<file path="config.mk">
export PLATFORM = sky130hd
export DESIGN_NAME = cv3_cell
export DESIGN_NICKNAME = d
export VERILOG_FILES = /design/src/hw/rtl/cv3_pkg.sv /design/src/hw/rtl/cv3_cell.sv
export SDC_FILE = /design/constraint.sdc
export NUM_CORES = 1
export LEC_CHECK = 0
export BUFFER_PORTS_ARGS = -buffer_cell sky130_fd_sc_hd__buf_2
export CAP_MARGIN = 20
export CORE_MARGIN = 4
export CORE_UTILIZATION = 45
export DETAILED_ROUTE_END_ITERATION = 16
export PLACE_DENSITY_LB_ADDON = 0.08
export SYNTH_ARGS = -nofsm -noshare
export SYNTH_HDL_FRONTEND = slang
export SYNTH_SLANG_ARGS = --single-unit
</file>
<file path="constraint.sdc">
create_clock -name clk_i -period 5.3 [get_ports clk_i]
set_input_delay 0.53 -clock clk_i [delete_from_list [all_inputs] [get_ports clk_i]]
set_output_delay 0.53 -clock clk_i [all_outputs]
set_load 0.01 [all_outputs]
</file>
<file path="src/hw/rtl/cv3_pkg.sv">
// Shared constants and types for the 3x3 zero-padded convolution core.
`timescale 1ns / 1ps

package cv3_pkg;

  localparam int MAX_SIZE = 1024;
  localparam int KSIZE    = 3;
  localparam int PIX_W    = 16;
  localparam int COEF_W   = 8;
  localparam int PROD_W   = PIX_W + COEF_W;
  localparam int OUT_W    = 27;
  localparam int ADDR_W   = $clog2(MAX_SIZE);
  localparam int SIZE_W   = 11;
  localparam int ROW_W    = ADDR_W + 1;
  localparam int KROW_W   = KSIZE * COEF_W;
  localparam int LS_W     = 2 * PIX_W;
  localparam int CFG_IDX_W = 2;

  localparam int FIFO_DEPTH = 8;
  localparam int FIFO_AW    = $clog2(FIFO_DEPTH);

  localparam logic [CFG_IDX_W-1:0] CFG_KERNEL_TOP    = 2'd0;
  localparam logic [CFG_IDX_W-1:0] CFG_KERNEL_MID    = 2'd1;
  localparam logic [CFG_IDX_W-1:0] CFG_KERNEL_BOTTOM = 2'd2;
  localparam logic [CFG_IDX_W-1:0] CFG_IMAGE_SIZE    = 2'd3;

  typedef struct packed {
    logic emit;
    logic last;
    logic mask_top;
    logic mask_bottom;
    logic mask_left;
    logic mask_right;
  } ctl_t;

endpackage

</file>
<file path="src/hw/rtl/cv3_cell.sv">
// One window cell: holds a pixel, passes it to its left neighbor and forms a masked product.
`timescale 1ns / 1ps

module cv3_cell (
  input  logic                              clk_i,
  input  logic                              rst_ni,
  input  logic                              shift_en_i,
  input  logic signed [cv3_pkg::PIX_W-1:0]  pix_i,
  input  logic signed [cv3_pkg::COEF_W-1:0] coef_i,
  input  logic                              mask_i,
  input  logic                              prod_en_i,
  output logic signed [cv3_pkg::PIX_W-1:0]  pix_o,
  output logic signed [cv3_pkg::PROD_W-1:0] prod_o
);

  logic signed [cv3_pkg::PIX_W-1:0]  pix_q;
  logic signed [cv3_pkg::PROD_W-1:0] prod_d;
  logic signed [cv3_pkg::PROD_W-1:0] prod_q;

  always_ff @(posedge clk_i or negedge rst_ni) begin
    if (!rst_ni) begin
      pix_q <= '0;
    end else if (shift_en_i) begin
      pix_q <= pix_i;
    end
  end

  always_comb begin
    if (mask_i) begin
      prod_d = '0;
    end else begin
      prod_d = pix_q * coef_i;
    end
  end

  always_ff @(posedge clk_i) begin
    if (prod_en_i) begin
      prod_q <= prod_d;
    end
  end

  assign pix_o  = pix_q;
  assign prod_o = prod_q;

endmodule

</file>
==> impl_metrics.toml, run 1 <==
[outcome]
status = "completed"

[synth]
yosysTopAreaCell = "fa_1"
syn_area_mm2 = 0.00600
yosysUniqueCellTypes = 37
synth_top_cells_by_count = "inv_1 (131), fa_1 (103), and2_1 (87), ha_1 (45), nand2_1 (44)"
synth-warning-count = 0
synth.most_common_cell = "inv_1"
avgSynthCellArea_um2 = 9.73
synth_nets = 794
async_flop_share_pct = 40.0
synth_edf_count = 24
dominantRegCellSynth = "edfxtp_1"
synth_area_leaders = "fa_1 (34%), edfxtp_1 (12%), ha_1 (9.4%), and2_1 (9.1%), inv_1 (8.2%)"
synth_cells = 617
synth_top_area_share_pct = 34.3
synth_seq_cells = 40
seq_area_frac_synth_pct = 18.7

[power_and_ir_drop]
vdd_drop_max_mv = 0.490
p_per_area_mw_per_mm2 = 592
p_clk_share_pct = 7.5
seqPwrFrac_pct = 13.9
leakage_nw = 3.35
switching_power_mw = 1.93
total_power_mw = 3.98
swShare_pct = 48.5
pwr-share-comb_pct = 78.6
p_int_mw = 2.05

[critical_path]
cp_data_required_time_ns = 5.34
path_common_cell = "fa_1"
reg2reg_from = "pix_o[3]$_DFFE_PN0P_"
endpoint = "prod_o[15]$_SDFFCE_PP0P_"
cp-start-kind = "register"
rrSetupSlack_ns = 0.33
reg2regPathDepth = 15
worstPathMaxFanout = 10
arrival_ns = 5.01
cp_slowest_cell = "fa_1"
crit_chain = "nand2_1 > fa_1 > fa_1 > inv_1 > fa_1 > inv_1 > fa_1 > inv_1 > ha_1 > a21oi_2 > nor2b_1 > a311o_1 > a31o_1 > a31oi_1 > mux2_1"
slowest_delay_ns = 0.56
critPathLaunch = "pix_o[3]$_DFFE_PN0P_"
r2r-end = "prod_o[15]$_SDFFCE_PP0P_"
path_class = "register to register"
cp-end-kind = "register"

[sta]
final.setup_skew_ns = 0.00672
hold_viol = 0
whs_ns = 0.146
setup_viol = 0
slew_violations = 0
slew_headroom_pct = 64.2
worst_pin_slew_ns = 0.537
timing.setup.tns_ns = 0
fmax_mhz = 201
fin_crit_ns = 4.97
fin_crit_sh_pct = 93.7
grt_setup_unrepaired = "false"

[clock_tree]
cts_setup_buffers = 0
cts.sinks = 40
cts_tree = "built"
cts_buffer_depth = 2
cts-root-buf = "clkbuf_16"
ctsResizeCount = 0
clk_latency_ns = 0.29
postCtsHoldBufs = 0
cts_made_buffers = 5
h-tree-depth = 2
clkTransAtPathRegs_ns = 0.06

[layout]
nets = 865
diodes = 0
final_util_pct = 52.4
drive_gt1_share_pct = 14.9
syn_to_final_growth_pct = 12.0

[die]
die-height_um = 124
rows = 41
dieArea_mm2 = 0.0153
initial_core_util_pct = 46.8
die_w_um = 124
io_pins = 69
coreArea_mm2 = 0.0128

[worst_hold_path]
hp-class = "input pin to async pin"

[flow_run]
maxCapViolCount = 0

[global_route]
grt_pass1_wl_mm = 21.9
track_usage_pct = 18.4
overflow = 0
grt_start_max_net_pins = 32
grt_antenna_before_repair = 0
grt_pass1_vias = 4680

[detailed_routing]
drc = 0
vias_per_cell = 4.93
routed_wl_mm = 12.2
drt-wirelength-per-cell_um = 14.2
first_pass_iters = 4
antenna_left = 0
vias = 4248
drt-initial-drc-count = 121

[placement]
dpl.hpwl_mm = 10.5
port_buffers = 68
gp_congestion = 0.835
[flip-flops by register name (all words and copies together) (netlist names)]
| register | count |
|---|---|
| prod_o | 24 |
| pix_o | 16 |
[critical path, delay by kind of cell (launching register included)]
kind            cells  cell delay, ns
compound gates      4            1.04
simple gates        2            0.18
buf+inv             3            0.17
mux                 1            0.33
fa+ha+maj           5            2.46
flops               1            0.53
[through the flow]
| step | setup slack (ns) | cells | instance area (um2) |
|---|---|---|---|
| after floorplan | 0.359 | 617 | 6000 |
| after global placement | 0.143 | 853 | 6580 |
| after detailed placement | 0.0543 | 853 | 6580 |
| after CTS | 0.318 | 861 | 6730 |
| after global routing | 0.143 | 861 | 6730 |
| final | 0.333 | 861 | 6730 |
[power groups by stage]
stage / Clock [mW] / Sequential [mW] / Combinational, mW
detailed placement: 0 / 0.561 / 3.18
CTS: 0.306 / 0.556 / 3.20
global route: 0.318 / 0.564 / 3.64
floorplan: 0 / 0.599 / 2.41
finish: 0.298 / 0.552 / 3.13
global placement: 0 / 0.559 / 3.15
[worst min-delay path by stage]
stage	from	to	slack [ns]	cells after the start
6_report	rst_ni	pix_o[12]$_DFFE_PN0P_	0.15	1
5_1_grt	rst_ni	pix_o[6]$_DFFE_PN0P_	0.18	1
4_1_cts	rst_ni	pix_o[12]$_DFFE_PN0P_	0.15	1
3_5_place_dp	rst_ni	pix_o[12]$_DFFE_PN0P_	0.46	1
3_3_place_gp	rst_ni	pix_o[12]$_DFFE_PN0P_	0.45	1
2_1_floorplan	rst_ni	pix_o[0]$_DFFE_PN0P_	0.23	0
[cell families (layout without fill, tap and decap cells)]
group	Yosys count	in the layout	share of synthesized area (%)
flops	40	40	18.7
simple gates	198	198	17.3
xor+xnor	17	17	2.48
mux	21	21	3.94
buf+inv	145	217	9.07
fa+ha+maj	148	148	43.7
compound gates	48	48	4.84
[layer usage]
| layer | vias up | track usage [%] | part of all wire, % |
|---|---|---|---|
| met2 | 44 | 35.1 | 56 |
| met5 | - | 0 | 0 |
| met1 | 2173 | 21.8 | 40 |
| met4 | 0 | 4.71 | 1.6 |
| met3 | 12 | 2.06 | 2.5 |
| li1 | 2019 | - | - |
[layout make-up]
type | count | area [um2]
tap | 172 | 215
multi-input combinational | 432 | 4340
fill | 1217 | 6100
inverter | 131 | 492
clock inverter | 3 | 18.8
timing repair buffer | 78 | 415
clock buffer | 5 | 125
sequential | 40 | 1120
[cells in the final DEF, fill, tap and decap left out, drive strengths merged, types with 2 or more instances in the layout]
cell type	netlist	final
xor2	4	4
o21a	2	2
nand2	44	44
and2	87	87
edfxtp	24	24
clkinvlp	0	2
and3	3	3
a21oi	22	22
xnor2	13	13
nor2b	12	12
mux2	21	21
nor3	5	5
clkbuf	13	5
inv	131	131
ha	45	45
nand2b	4	4
a31oi	2	2
nand3	4	4
o21ai	10	10
dfrtp	16	16
buf	1	78
nor2	34	34
a21o	6	6
fa	103	103
No activity file was read; power rests on OpenSTA's default activity.
==> inputs of run 2 (changes only) <==
- CORE_UTILIZATION: 45 -> 50
- clock period: 5.3 -> 4.55 ns (I/O delays scaled with it)
==> impl_metrics.toml, run 2 (synthesis results as in run 1) <==
[outcome]
status = "completed"

[clock_tree]
cts.sinks = 40
cts_made_buffers = 5
cts-root-buf = "clkbuf_16"
cts_tree = "built"
clkTransAtPathRegs_ns = 0.07
cts_buffer_depth = 2
postCtsHoldBufs = 0
h-tree-depth = 2
clk_latency_ns = 0.30

[sta]
hold_viol = 0
setup_slack_ns = 0.0443
fin_crit_ns = 4.51
worst_pin_slew_ns = 0.554
final.setup_skew_ns = 0.00995
fmax_mhz = 222
setup_viol = 0
grt_setup_unrepaired = "true"
timing.setup.tns_ns = 0
slew_headroom_pct = 63.1
slew_violations = 0
fin_crit_sh_pct = 99.0

[die]
die_w_um = 118
coreArea_mm2 = 0.0116
rows = 39
io_pins = 69
initial_core_util_pct = 51.9
dieArea_mm2 = 0.0138
die-height_um = 118

[critical_path]
cp-end-kind = "register"
worstPathMaxFanout = 6
cp-start-kind = "register"
cp_data_required_time_ns = 4.60
arrival_ns = 4.55
path_class = "register to register"

[layout]
layout_common_cells = "inv_1 (125), fa_1 (101), buf_4 (89)"
final_util_pct = 65.9
nets = 947
stdcell_area_mm2 = 0.00762
drive_gt1_share_pct = 32.2
final_common_cell = "inv_1"
fin_cells = 914
diodes = 0
largest_reg_flops = 24
syn_to_final_growth_pct = 27.0
fillers = 1010

[global_route]
grt_antenna_before_repair = 0
grt_pass1_wl_mm = 23.9
track_usage_pct = 21.1
grt_start_max_net_pins = 32
grt_pass1_vias = 5299
overflow = 0

[flow_run]
maxCapViolCount = 0

[placement]
dpl_worst_slack_ns = -0.356
port_buffers = 68
gp_congestion = 0.832
dpl.hpwl_mm = 11.3
dpl_cell_area_mm2 = 0.00715
dp.cells = 898

[detailed_routing]
routed_wl_mm = 13.5
antenna_left = 0
vias = 4654
drt-wirelength-per-cell_um = 14.8
drc = 0
vias_per_cell = 5.09
drt-initial-drc-count = 136
first_pass_iters = 4

[power_and_ir_drop]
vdd_drop_max_mv = 1.14
p_per_area_mw_per_mm2 = 824
leakage_nw = 3.77

[worst_hold_path]
hp-class = "input pin to async pin"
run 2: final timing paths:
kind	startpoint	end	slack, ns	cells after the start
worst max-delay path	pix_o[2]$_DFFE_PN0P_	prod_o[15]$_SDFFCE_PP0P_	0.04	13
worst min-delay path	rst_ni	pix_o[14]$_DFFE_PN0P_	0.07	1
worst max register to register	pix_o[2]$_DFFE_PN0P_	prod_o[15]$_SDFFCE_PP0P_	0.04	13
worst min register to register	pix_o[14]$_DFFE_PN0P_	pix_o[14]$_DFFE_PN0P_	0.63	1
max in group asynchronous	rst_ni	pix_o[5]$_DFFE_PN0P_	4.18	1
min in group clk_i	pix_i[1]	pix_o[1]$_DFFE_PN0P_	0.40	2
run 2: layout make-up:
cell class              count  area, um2  area share [%]
multi-input cells         432       4610            60.4
flip-flops and latches     40       1140            14.9
repair buffers            160       1060            14.0
inverters                 131        492            6.45
well taps                 143        179            2.35
clock buffers               5        125            1.64
clock inverters             3       18.8           0.246
run 2: per-layer routing:
metal | share of wire, % | GRT usage [%] | routed length [um]
met5 | 0 | 0 | 0
met4 | 2.8 | 7.33 | 379
met3 | 2.2 | 3.36 | 302
met2 | 56 | 40.2 | 7570
met1 | 39 | 23.8 | 5260
run 2: stage by stage:
step,power (mW),hold slack (ns)
after floorplan,3.56,0.159
after global placement,5.21,0.372
after detailed placement,5.32,0.389
after CTS,5.79,0.0809
after global routing,6.98,0.0991
final,6.28,0.0747
run 2: power breakdown:
group          internal [mW]  switching, mW
sequential             0.591         0.0529
combinational           2.67           2.61
clock                  0.201          0.149
run 2: timing repair:
action	CTS	global route
pin swaps	17	22
gates resized for setup	24	46
setup buffers	3	5
setup endpoints to repair	7	13
cloned	0	0
run 2: worst max-delay path, stage by stage, from the launching register on:
cell,delay [ns]
dfrtp_2,0.46
and2_4,0.18
fa_1,0.55
fa_1,0.44
fa_1,0.49
inv_1,0.05
fa_1,0.52
inv_2,0.05
ha_4,0.24
nor2b_1,0.13
a311o_2,0.42
a31o_1,0.23
a31oi_2,0.19
mux2_4,0.33
